===== src/design/b64_pkg.sv =====
// ----------------------------------------------------------------------------
// b64_pkg
// Shared types, constants and the character lookup of the Base64 encoder.
// ----------------------------------------------------------------------------
package b64_pkg;

   localparam int GroupCountWidth      = 5;
   localparam int GroupsPerLineDefault = 19;
   localparam int QueueDepthDefault    = 2;
   localparam int CharsPerJob          = 4;
   localparam int CharIdxWidth         = $clog2(CharsPerJob);

   localparam logic [7:0] CharPad = 8'h3D;
   localparam logic [7:0] CharCr  = 8'h0D;
   localparam logic [7:0] CharLf  = 8'h0A;

   typedef enum logic [2:0] {
      PhaseFirst  = 3'b001,
      PhaseSecond = 3'b010,
      PhaseThird  = 3'b100
   } b64_phase_type;

   typedef struct packed {
      logic [CharsPerJob-1:0][7:0] chars;
      logic [CharIdxWidth-1:0]     last_idx;
   } b64_job_type;

   typedef struct packed {
      logic        valid;
      b64_job_type job;
   } b64_entry_type;

   function automatic logic [7:0] b64_char(input logic [5:0] v);
      logic [7:0] c;
      if (v < 6'd26) begin
         c = 8'h41 + {2'b00, v};
      end else if (v < 6'd52) begin
         c = 8'h61 + {2'b00, v} - 8'd26;
      end else if (v < 6'd62) begin
         c = 8'h30 + {2'b00, v} - 8'd52;
      end else if (v == 6'd62) begin
         c = 8'h2B;
      end else begin
         c = 8'h2F;
      end
      return c;
   endfunction

endpackage


===== src/design/b64_if.sv =====
// ----------------------------------------------------------------------------
// b64_if
// Valid/ready stream interfaces for the byte input and the character output.
// ----------------------------------------------------------------------------
interface b64_req_if;
   logic       valid;
   logic       ready;
   logic [7:0] data_byte;
   logic       last_byte;

   modport source (output valid, output data_byte, output last_byte, input ready);
   modport sink   (input valid, input data_byte, input last_byte, output ready);
endinterface

interface b64_rsp_if;
   logic       valid;
   logic       ready;
   logic [7:0] out_char;
   logic       out_last;

   modport source (output valid, output out_char, output out_last, input ready);
   modport sink   (input valid, input out_char, input out_last, output ready);
endinterface


===== src/design/b64_front.sv =====
// ----------------------------------------------------------------------------
// b64_front
// Accepts bytes, tracks group phase, leftover bits and line position, and
// builds the character job of each byte.
// ----------------------------------------------------------------------------
module b64_front #(
   parameter int GROUPS_PER_LINE = b64_pkg::GroupsPerLineDefault
) (
   input  logic                 clock,
   input  logic                 reset,
   b64_req_if.sink              req,
   input  logic                 queue_ready,
   output b64_pkg::b64_entry_type push
);
   import b64_pkg::*;

   b64_phase_type              phase_ff, phase_in;
   logic [3:0]                 leftover_ff, leftover_in;
   logic [GroupCountWidth-1:0] groups_ff, groups_in;
   logic [GroupCountWidth-1:0] groups_inc;
   logic                       line_full;
   logic                       accept;
   logic [7:0]                 b;
   b64_job_type                job;

   assign req.ready  = queue_ready;
   assign accept     = req.valid && queue_ready;
   assign b          = req.data_byte;
   assign groups_inc = groups_ff + GroupCountWidth'(1);
   assign line_full  = groups_inc >= GroupCountWidth'(GROUPS_PER_LINE);

   always_comb begin
      job         = '0;
      phase_in    = phase_ff;
      leftover_in = leftover_ff;
      groups_in   = groups_ff;
      unique case (phase_ff)
         PhaseSecond: begin
            job.chars[0] = b64_char({leftover_ff[1:0], b[7:4]});
            job.chars[1] = b64_char({b[3:0], 2'b00});
            job.chars[2] = CharPad;
            job.last_idx = req.last_byte ? CharIdxWidth'(2) : CharIdxWidth'(0);
            leftover_in  = b[3:0];
            phase_in     = PhaseThird;
         end
         PhaseThird: begin
            job.chars[0] = b64_char({leftover_ff, b[7:6]});
            job.chars[1] = b64_char(b[5:0]);
            job.chars[2] = CharCr;
            job.chars[3] = CharLf;
            job.last_idx = line_full ? CharIdxWidth'(3) : CharIdxWidth'(1);
            leftover_in  = 4'd0;
            phase_in     = PhaseFirst;
            groups_in    = line_full ? '0 : groups_inc;
         end
         default: begin
            job.chars[0] = b64_char(b[7:2]);
            job.chars[1] = b64_char({b[1:0], 4'b0000});
            job.chars[2] = CharPad;
            job.chars[3] = CharPad;
            job.last_idx = req.last_byte ? CharIdxWidth'(3) : CharIdxWidth'(0);
            leftover_in  = {2'b00, b[1:0]};
            phase_in     = PhaseSecond;
         end
      endcase
      if (req.last_byte) begin
         phase_in    = PhaseFirst;
         leftover_in = 4'd0;
         groups_in   = '0;
      end
   end

   assign push.valid = accept;
   assign push.job   = job;

   always_ff @(posedge clock) begin
      if (reset) begin
         phase_ff    <= PhaseFirst;
         leftover_ff <= 4'd0;
         groups_ff   <= '0;
      end else if (accept) begin
         phase_ff    <= phase_in;
         leftover_ff <= leftover_in;
         groups_ff   <= groups_in;
      end
   end

   a_groups_below_line : assert property (@(posedge clock) disable iff (reset)
      groups_ff < GroupCountWidth'(GROUPS_PER_LINE))
      else $error("group count reached line length");

   a_phase_onehot : assert property (@(posedge clock) disable iff (reset)
      $onehot(phase_ff))
      else $error("group phase not one-hot");

   a_last_restarts : assert property (@(posedge clock) disable iff (reset)
      accept && req.last_byte |=>
         phase_ff == PhaseFirst && leftover_ff == 4'd0 && groups_ff == '0)
      else $error("state not cleared after last byte");

endmodule


===== src/design/b64_queue.sv =====
// ----------------------------------------------------------------------------
// b64_queue
// Short job queue between the byte front end and the character back end.
// ----------------------------------------------------------------------------
module b64_queue #(
   parameter int DEPTH = b64_pkg::QueueDepthDefault
) (
   input  logic                   clock,
   input  logic                   reset,
   input  b64_pkg::b64_entry_type push,
   input  logic                   pop,
   output logic                   space,
   output b64_pkg::b64_entry_type head
);
   import b64_pkg::*;

   localparam int PtrWidth   = $clog2(DEPTH);
   localparam int CountWidth = $clog2(DEPTH + 1);

   b64_job_type               entries_ff [DEPTH];
   logic [PtrWidth-1:0]       wr_ptr_ff, rd_ptr_ff;
   logic [CountWidth-1:0]     count_ff, count_in;
   logic                      do_push;

   assign space      = count_ff != CountWidth'(DEPTH);
   assign do_push    = push.valid && space;
   assign head.valid = count_ff != '0;
   assign head.job   = entries_ff[rd_ptr_ff];

   always_comb begin
      count_in = count_ff;
      if (do_push && !pop) begin
         count_in = count_ff + CountWidth'(1);
      end else if (pop && !do_push) begin
         count_in = count_ff - CountWidth'(1);
      end
   end

   always_ff @(posedge clock) begin
      if (do_push) begin
         entries_ff[wr_ptr_ff] <= push.job;
      end
   end

   always_ff @(posedge clock) begin
      if (reset) begin
         wr_ptr_ff <= '0;
         rd_ptr_ff <= '0;
         count_ff  <= '0;
      end else begin
         count_ff <= count_in;
         if (do_push) begin
            wr_ptr_ff <= (wr_ptr_ff == PtrWidth'(DEPTH - 1)) ? '0 : wr_ptr_ff + PtrWidth'(1);
         end
         if (pop) begin
            rd_ptr_ff <= (rd_ptr_ff == PtrWidth'(DEPTH - 1)) ? '0 : rd_ptr_ff + PtrWidth'(1);
         end
      end
   end

   a_count_bound : assert property (@(posedge clock) disable iff (reset)
      count_ff <= CountWidth'(DEPTH))
      else $error("queue count out of range");

   a_pop_nonempty : assert property (@(posedge clock) disable iff (reset)
      pop |-> count_ff != '0)
      else $error("pop from empty queue");

   a_empty_ptrs : assert property (@(posedge clock) disable iff (reset)
      count_ff == '0 |-> wr_ptr_ff == rd_ptr_ff)
      else $error("queue pointers differ while empty");

endmodule


===== src/design/b64_back.sv =====
// ----------------------------------------------------------------------------
// b64_back
// Walks the characters of the head job and drives them out one per cycle,
// while the output port takes them, through an output register.
// ----------------------------------------------------------------------------
module b64_back (
   input  logic                   clock,
   input  logic                   reset,
   input  b64_pkg::b64_entry_type head,
   output logic                   pop,
   b64_rsp_if.source              rsp
);
   import b64_pkg::*;

   logic [CharIdxWidth-1:0] idx_ff;
   logic                    valid_ff;
   logic [7:0]              char_ff;
   logic                    last_ff;
   logic                    out_load;
   logic                    take;
   logic                    at_end;

   assign out_load = !valid_ff || rsp.ready;
   assign take     = out_load && head.valid;
   assign at_end   = idx_ff == head.job.last_idx;
   assign pop      = take && at_end;

   assign rsp.valid    = valid_ff;
   assign rsp.out_char = char_ff;
   assign rsp.out_last = last_ff;

   always_ff @(posedge clock) begin
      if (take) begin
         char_ff <= head.job.chars[idx_ff];
         last_ff <= at_end;
      end
   end

   always_ff @(posedge clock) begin
      if (reset) begin
         valid_ff <= 1'b0;
         idx_ff   <= '0;
      end else begin
         if (out_load) begin
            valid_ff <= head.valid;
         end
         if (take) begin
            idx_ff <= at_end ? '0 : idx_ff + CharIdxWidth'(1);
         end
      end
   end

endmodule


===== src/design/base64_mime_encoder_core.sv =====
// ----------------------------------------------------------------------------
// base64_mime_encoder_core
// Streaming Base64 encoder with CR LF after every GROUPS_PER_LINE groups.
// ----------------------------------------------------------------------------
// A byte is taken in every cycle while the job queue has room; its characters
// (one to four, the last one flagged) leave the output register one per
// cycle while the output port takes them. After the byte is accepted, the
// first one passes through the job queue and then the output register. The
// output port sets the sustained rate: a byte yields one character for the
// first and second byte of a group, two for the third, four when a line
// break follows the group, four for a last byte that leaves a one-byte tail
// and three for one that leaves a two-byte tail.
module base64_mime_encoder_core #(
   parameter int GROUPS_PER_LINE = b64_pkg::GroupsPerLineDefault,
   parameter int QUEUE_DEPTH     = b64_pkg::QueueDepthDefault
) (
   input logic       clock,
   input logic       reset,
   b64_req_if.sink   req_chan,
   b64_rsp_if.source rsp_chan
);
   import b64_pkg::*;

   b64_entry_type push;
   b64_entry_type head;
   logic          space;
   logic          pop;

   b64_front #(
      .GROUPS_PER_LINE(GROUPS_PER_LINE)
   ) u_front (
      .clock       (clock),
      .reset       (reset),
      .req         (req_chan),
      .queue_ready (space),
      .push        (push)
   );

   b64_queue #(
      .DEPTH(QUEUE_DEPTH)
   ) u_queue (
      .clock (clock),
      .reset (reset),
      .push  (push),
      .pop   (pop),
      .space (space),
      .head  (head)
   );

   b64_back u_back (
      .clock (clock),
      .reset (reset),
      .head  (head),
      .pop   (pop),
      .rsp   (rsp_chan)
   );

endmodule

===== src/flat_wrapper.sv =====
// flat-port wrapper written by rule: the top's interface ports become plain ports
module base64_mime_encoder_core_flat import b64_pkg::*;
#(
   parameter int GROUPS_PER_LINE = b64_pkg::GroupsPerLineDefault,
   parameter int QUEUE_DEPTH     = b64_pkg::QueueDepthDefault
)
  (clock, reset, req_chan_valid, req_chan_data_byte, req_chan_last_byte, req_chan_ready, rsp_chan_valid, rsp_chan_out_char, rsp_chan_out_last, rsp_chan_ready);
  b64_req_if req_chan_i ();
  b64_rsp_if rsp_chan_i ();
  input logic clock;
  input logic reset;
  input wire logic [$bits(req_chan_i.valid)-1:0] req_chan_valid;
  input wire logic [$bits(req_chan_i.data_byte)-1:0] req_chan_data_byte;
  input wire logic [$bits(req_chan_i.last_byte)-1:0] req_chan_last_byte;
  output wire logic [$bits(req_chan_i.ready)-1:0] req_chan_ready;
  output wire logic [$bits(rsp_chan_i.valid)-1:0] rsp_chan_valid;
  output wire logic [$bits(rsp_chan_i.out_char)-1:0] rsp_chan_out_char;
  output wire logic [$bits(rsp_chan_i.out_last)-1:0] rsp_chan_out_last;
  input wire logic [$bits(rsp_chan_i.ready)-1:0] rsp_chan_ready;
  assign req_chan_i.valid = req_chan_valid;
  assign req_chan_i.data_byte = req_chan_data_byte;
  assign req_chan_i.last_byte = req_chan_last_byte;
  assign req_chan_ready = req_chan_i.ready;
  assign rsp_chan_valid = rsp_chan_i.valid;
  assign rsp_chan_out_char = rsp_chan_i.out_char;
  assign rsp_chan_out_last = rsp_chan_i.out_last;
  assign rsp_chan_i.ready = rsp_chan_ready;
  base64_mime_encoder_core #(.GROUPS_PER_LINE(GROUPS_PER_LINE), .QUEUE_DEPTH(QUEUE_DEPTH)) u_core (.clock(clock), .reset(reset), .req_chan(req_chan_i), .rsp_chan(rsp_chan_i));
endmodule

===== config.mk =====
export PLATFORM = sky130hd
export DESIGN_NAME = base64_mime_encoder_core_flat
export DESIGN_NICKNAME = d
export VERILOG_FILES = /design/src/design/b64_pkg.sv /design/src/design/b64_if.sv /design/src/design/b64_front.sv /design/src/design/b64_queue.sv /design/src/design/b64_back.sv /design/src/design/base64_mime_encoder_core.sv /design/src/flat_wrapper.sv
export SDC_FILE = /design/constraint.sdc
export NUM_CORES = 1
export LEC_CHECK = 0
export ABC_AREA = 1
export BUFFER_PORTS_ARGS = -buffer_cell sky130_fd_sc_hd__buf_2
export CORE_ASPECT_RATIO = 1.25
export CORE_MARGIN = 2
export CORE_UTILIZATION = 55
export DETAILED_ROUTE_END_ITERATION = 10
export GPL_ROUTABILITY_DRIVEN = 0
export GPL_TIMING_DRIVEN = 0
export PLACE_DENSITY = 0.73
export SLEW_MARGIN = 15
export SYNTH_ARGS = -nofsm -noshare
export SYNTH_HDL_FRONTEND = slang
export SYNTH_SLANG_ARGS = --single-unit

===== constraint.sdc =====
create_clock -name clock -period 2.74 [get_ports clock]
set_input_delay 0.548 -clock clock [delete_from_list [all_inputs] [get_ports clock]]
set_output_delay 0.548 -clock clock [all_outputs]
set_load 0.005 [all_outputs]

After elaboration in Yosys (flattened, before gate mapping):

Memory sizes are Yosys's and may differ from the RTL's. A register that Yosys moved wholly into a read port is not among the register bits.
Index checks and enable logic that the tools add are counted.
Widths: inputs -> output; s select.

* logic and storage cells: 134
* latch bits: 0
* output and inout bits: 11
* memories kept: 1
* memory bits (read-only): 0
* bits of input ports: 13
* register bits: 28
* memory bits (writable): 60

Memory list
* u_core.u_queue.entries_ff: depth 2, bits a word 30, rd ports 1, clocked after memory_dff 1, wr ports 1, RTL line b64_queue.sv:20 `b64_job_type entries_ff [DEPTH];`

* shift-type cells: 0
* $lt $le $gt $ge: 20
* div/mod/pow operators: 0
* add/sub/neg operators: 36
* reduce and logical (&&, ||, !) cells: 14
* $mul: 0
* equality and inequality tests: 8
* bitwise logic cells: 0
* muxes and demuxes: 45

Operators with widths (count)
* $mux 8: 19
* $add 7x6->8 const A: 12
* $lt 6x6->1 const B: 12
* $pmux 24 s2: 1
* $sub 7x6->8 const B: 6
* $sub 8x5->8 const B: 6
* $add 6x6->7 const A: 6
* $lt 6x5->1 const B: 6
* $eq 6x6->1 const B: 4
* $bmux 8 s2: 1
* $mux 3: 5
* $mux 5: 3
* $mux 2: 6
* $pmux 6 s2: 1
* $pmux 4 s2: 1
* $logic_and 1x1->1: 6
* $mux 1: 6
* $pmux 3 s2: 1
* $reduce_bool 2->1: 3
* $add 5x1->5 const B: 1
* $ge 5x5->1 const B: 1
* $add 2x1->2 const B: 2
* $mux 4: 1
* $eq 3x2->1 const B: 1
* 9 further kinds: 12

Logic depth before layout (Yosys ltp):

* depth in word-level cells: 7
* gate-level depth with buffers: 14

Modules after synthesis:

From an unflattened synthesis, not the netlist that was laid out.

* cell total of the unflattened synthesis: 702
* area total of the unflattened synthesis: 6231.0 um^2

By module, submodules not included
* b64_queue: sequential area each 2142.1 um^2, cells an instance 141, area an instance 2842.7 um^2, times used 1
* b64_front: sequential area each 240.2 um^2, cells an instance 475, area an instance 2668.8 um^2, times used 1
* b64_back: sequential area each 330.3 um^2, cells an instance 86, area an instance 719.4 um^2, times used 1

Worst setup path before layout:

Ideal clock, no wire load.

* kind: input -> register
* from: input req_chan_valid
* to: memory u_core.u_queue.entries_ff[1][0] (netlist name), enable pin
* arrival: 1.729 ns
* buffers on the path: 1
* stages on the path: 3
* required time: 2.338 ns
* slack: 0.609 ns
* path through: nand2_1 buf_6 nor2_1

* longest elaborated chain between the ends: 4

RTL lines
* from (decl): RTL line flat_wrapper.sv:12 `input wire logic [$bits(req_chan_i.valid)-1:0] req_chan_valid;`
* $logic_and 1x1->1: RTL line b64_front.sv:27 `assign accept = req.valid && queue_ready;`
* $logic_and 1x1->1: RTL line b64_queue.sv:26 `assign do_push = push.valid && space;`
* $mux 1: RTL line b64_queue.sv:40 `if (do_push) begin`
* $mux 1 (implied by the code): RTL line b64_queue.sv:41 `entries_ff[wr_ptr_ff] <= push.job;`
* to (decl): RTL line b64_queue.sv:20

No other way between the ends.

Worst setup path after layout:

* from: register u_core.u_queue.count_ff[0]
* to: register u_core.u_queue.count_ff[1]

* longest elaborated chain between the ends: 6

RTL lines
* from (decl): RTL line b64_queue.sv:22 `logic [CountWidth-1:0] count_ff, count_in;`
* from (signal assigned): RTL line b64_queue.sv:51 `count_ff <= count_in;`
* $reduce_bool 2->1 *: RTL line b64_queue.sv:27 `assign head.valid = count_ff != '0;`
* $logic_and 1x1->1 *: RTL line b64_back.sv:24 `assign take = out_load && head.valid;`
* named net u_core.u_back.take: RTL line b64_back.sv:20 `logic take;`
* $logic_and 1x1->1 *: RTL line b64_back.sv:26 `assign pop = take && at_end;`
* $logic_not 1->1: RTL line b64_queue.sv:32 `if (do_push && !pop) begin`
* $logic_and 1x1->1: RTL line b64_queue.sv:32
* $mux 2 / $reduce_bool 2->1 (equally long branches)

Mark *: on every way through the listed nets, which the timed path passes. The rest lies on a longest branch. The select of a mux whose other input is x is not followed.
A chain may end at the register's enable or synchronous reset.

==> out/results.tsv <==
metric	value	unit
# fillers	774	
Post-synth EDFFs	53	
crit path buf inv count	1	
ys async rst share	0	%
sequential cell area	0.00199	sq mm
post-CTS setup buffer count	0	
area leader, netlist	edfxtp_1	
CTS clock-pin slew for the worst setup and hold paths	0.05	ns
Vias/cell	5.64	
PostCTS Resize Cnt	0	
Core Footprint	0.00903	sq mm
Worst EP required	2.95	ns
final instance area	0.00569	sq mm
Slew headroom	53.6	%
DP Area	0.00534	sq mm
Hold-fix buffers, CTS	0	
cell internal pwr	2.83	mW
gr ovfl total	0	
RSZ-0062 raised after global routing	no	
I/O Buffers	22	
CTS H-tree depth	3	
area of the multi-input gates	0.00261	sq mm
count of final setup violators	0	
Synth top area share	31.6	%
crit path launch type	flop	
RR Startpoint	u_core.u_queue.count_ff[0]$_SDFFE_PP0P_	
clock share of power	31.9	%
first-pass GRT wire length	21000	microns
Layout area overhead	12.8	%
Netlist cell types	45	
antenna cell count	0	
wire per inst	15.6	microns
Seq/Total Area, Yosys	39.5	%
IO Count	24	
Sequential Power Share	37.5	%
CTS tree	yes	
Mean Syn Cell Area	7.77	sq um
Initial Utilization	55.9	%
Crit Path Class	reg -> reg	
final hold viol count	0	
Synth Flop Type	edfxtp_1	
vias	4580	
setup TNS	0	ns
worst slew pin tran	0.696	ns
DRT iter0 DRCs	392	
CTS Root Cell	clkbuf_16	
CTS buffer count	9	
Max Cap Viol	0	
switching part of the total	32.1	%
Post-Synthesis Cells	649	
post-layout util	63.0	%
clock tree sinks	73	
fin crit period	2.16	ns
DRT Pass-1 Iters	5	
main area contributors after synthesis	edfxtp_1 (32%), nand2_1 (12%), dfxtp_1 (7.9%)	
CTS max path bufs	2	
Die Span Y	111	microns
Die Area	0.00996	sq mm
Comb pwr share	30.6	%
P_sw	1.34	mW
clk_lat worst skew	0.33	ns
pwr/cell area	732	mW/mm^2
Crit. Startpoint	u_core.u_queue.count_ff[0]$_SDFFE_PP0P_	
Final HPWL DP	9210	microns
Die Wd	89.7	microns
hold_sp	u_core.u_front.groups_ff[4]$_SDFFE_PP0P_	
Final ANT Viol Nets	0	
Layout Skew	0.00532	ns
status	finished clean	
peak supply drop	0.349	mV
Max Slew Vio Count	0	
Synth top cells by count	nand2_1 (163), nand3_1 (73), edfxtp_1 (53), inv_1 (49), a21oi_1 (45)	
Worst Path Max Fanout	14	
final cycle utilization of the critical path	78.9	%
worst min-delay path class	reg -> reg	
Synthesis Warnings	0	
cell family with most CP delay	compound AO/OA/AOI/OAI gates	
final WL	12700	microns
final net count	721	
largest net degree at the start of global routing	16	
total track usage	27.0	%
Crit-path slowest cell	a21oi_2	
Leakage	2.42	nW
Yosys reg bits	73	
Slowest Stage Delay on Critical Path	0.57	ns
Max Freq	0.462	GHz
initial antenna violation count	0	
DRC viols	0	
top-count cell post-synth	nand2_1	
syn_nets	686	
cell row count	39	
layout cells sized above 1	16.7	%
CP arrival	2.38	ns
vias in the first global route	4357	
cell area after synthesis	0.00504	sq mm
crit-path cells	inv_2, a21oi_2, nand3_2, ha_1, a21oi_1, o21ai_0, o21ai_0, a21oi_1	
Setup crit end kind	flop	
==> kinds of logic (layout without fill, tap and decap cells) <==
kind of cell             count (synthesis)  after routing  share of synthesized area (%)
AO/OA/AOI/OAI                          119            119                           12.8
XOR/XNOR                                13             13                           2.41
adder cells (fa/ha/maj)                 24             24                           5.95
buffers and inverters                   95            135                           8.93
flip-flops                              73             73                           39.5
AND/OR/NAND/NOR                        325            325                           30.4
==> metal layers <==
layer | up-vias | global-route usage [%] | routed length, microns
met3 | 27 | 3.87 | 677
met5 | - | 0 | 0
li1 | 2247 | - | -
met2 | 185 | 44.4 | 6550
met4 | 0 | 11.8 | 367
met1 | 2121 | 34.4 | 5070
==> state kept, by name (all words and copies together), names as in the netlist, named ones only <==
signal	flops
u_core.u_back.idx_ff	2
u_core.u_back.rsp.out_char	8
u_core.u_back.rsp.out_last	1
u_core.u_back.rsp.valid	1
u_core.u_front.groups_ff	5
u_core.u_front.leftover_ff	4
u_core.u_front.phase_ff	3
u_core.u_queue.count_ff	2
u_core.u_queue.entries_ff	44
u_core.u_queue.rd_ptr_ff	1
u_core.u_queue.wr_ptr_ff	1
==> placed cells by master, fill, tap and decap left out, types with 2 or more instances in the layout <==
master | netlist | final
nor2_2 | 1 | 3
inv_6 | 2 | 2
buf_8 | 0 | 2
inv_1 | 49 | 49
edfxtp_1 | 53 | 53
nor2_1 | 44 | 42
o31ai_1 | 2 | 2
dfxtp_1 | 20 | 20
a31oi_1 | 4 | 4
nor2_8 | 2 | 2
buf_6 | 7 | 7
inv_2 | 16 | 16
nand3_1 | 73 | 73
o211ai_1 | 7 | 7
nand3_2 | 6 | 6
clkbuf_1 | 3 | 3
buf_4 | 4 | 4
ha_1 | 24 | 24
xnor2_1 | 4 | 4
bufinv_16 | 0 | 3
buf_1 | 2 | 2
a22oi_1 | 2 | 2
buf_2 | 5 | 27
xor2_1 | 8 | 8
clkbuf_16 | 0 | 9
inv_4 | 4 | 4
nand4_1 | 7 | 7
o21ai_1 | 10 | 10
a21oi_2 | 2 | 2
nand2_1 | 163 | 163
a21oi_1 | 45 | 45
o21ai_0 | 43 | 43
nand2_2 | 12 | 12
clkinv_1 | 3 | 5
nor3_1 | 2 | 2
nor2_4 | 8 | 8
==> path summary, 6_finish.rpt <==
kind	end	slack, ns	cells after the start
setup reg to reg	u_core.u_queue.count_ff[1]$_SDFFE_PP0P_	0.58	8
hold / removal	u_core.u_front.groups_ff[4]$_SDFFE_PP0P_	0.49	2
setup / recovery	u_core.u_queue.count_ff[1]$_SDFFE_PP0P_	0.58	8
hold reg to reg	u_core.u_front.groups_ff[4]$_SDFFE_PP0P_	0.49	2
==> layout make-up <==
class / instances / area share [%]
multi-input combinational: 481 / 45.8
sequential: 73 / 35.0
inverter: 74 / 5.24
clock buffer: 10 / 4.20
tap: 123 / 2.71
buffer: 21 / 2.68
timing repair buffer: 24 / 2.46
clock inverter: 6 / 1.85
==> stage by stage <==
stage / instances / power [mW] / hold WS (ns) / worst slack [ns]
floorplan: 649 / 2.46 / 0.450 / 0.609
global placement: 794 / 2.78 / 0.462 / 0.0139
detailed placement: 796 / 2.84 / 0.484 / 0.329
CTS: 812 / 4.17 / 0.493 / 0.602
global route: 812 / 4.41 / 0.509 / 0.349
finish: 812 / 4.17 / 0.493 / 0.577
==> power groups by stage <==
stage          Clock [mW]  Sequential (mW)  Combinational [mW]
2_1_floorplan           0             1.58               0.876
3_3_place_gp            0             1.58                1.20
3_5_place_dp            0             1.58                1.25
4_1_cts              1.34             1.56                1.27
5_1_grt              1.38             1.59                1.44
6_report             1.33             1.56                1.28
==> worst min-delay path: stages (launching register included) <==
cell	delay [ns]
dfxtp_1	0.32
nand2_1	0.07
o21ai_1	0.06
Note: power is estimated with default switching activity, not from simulation.
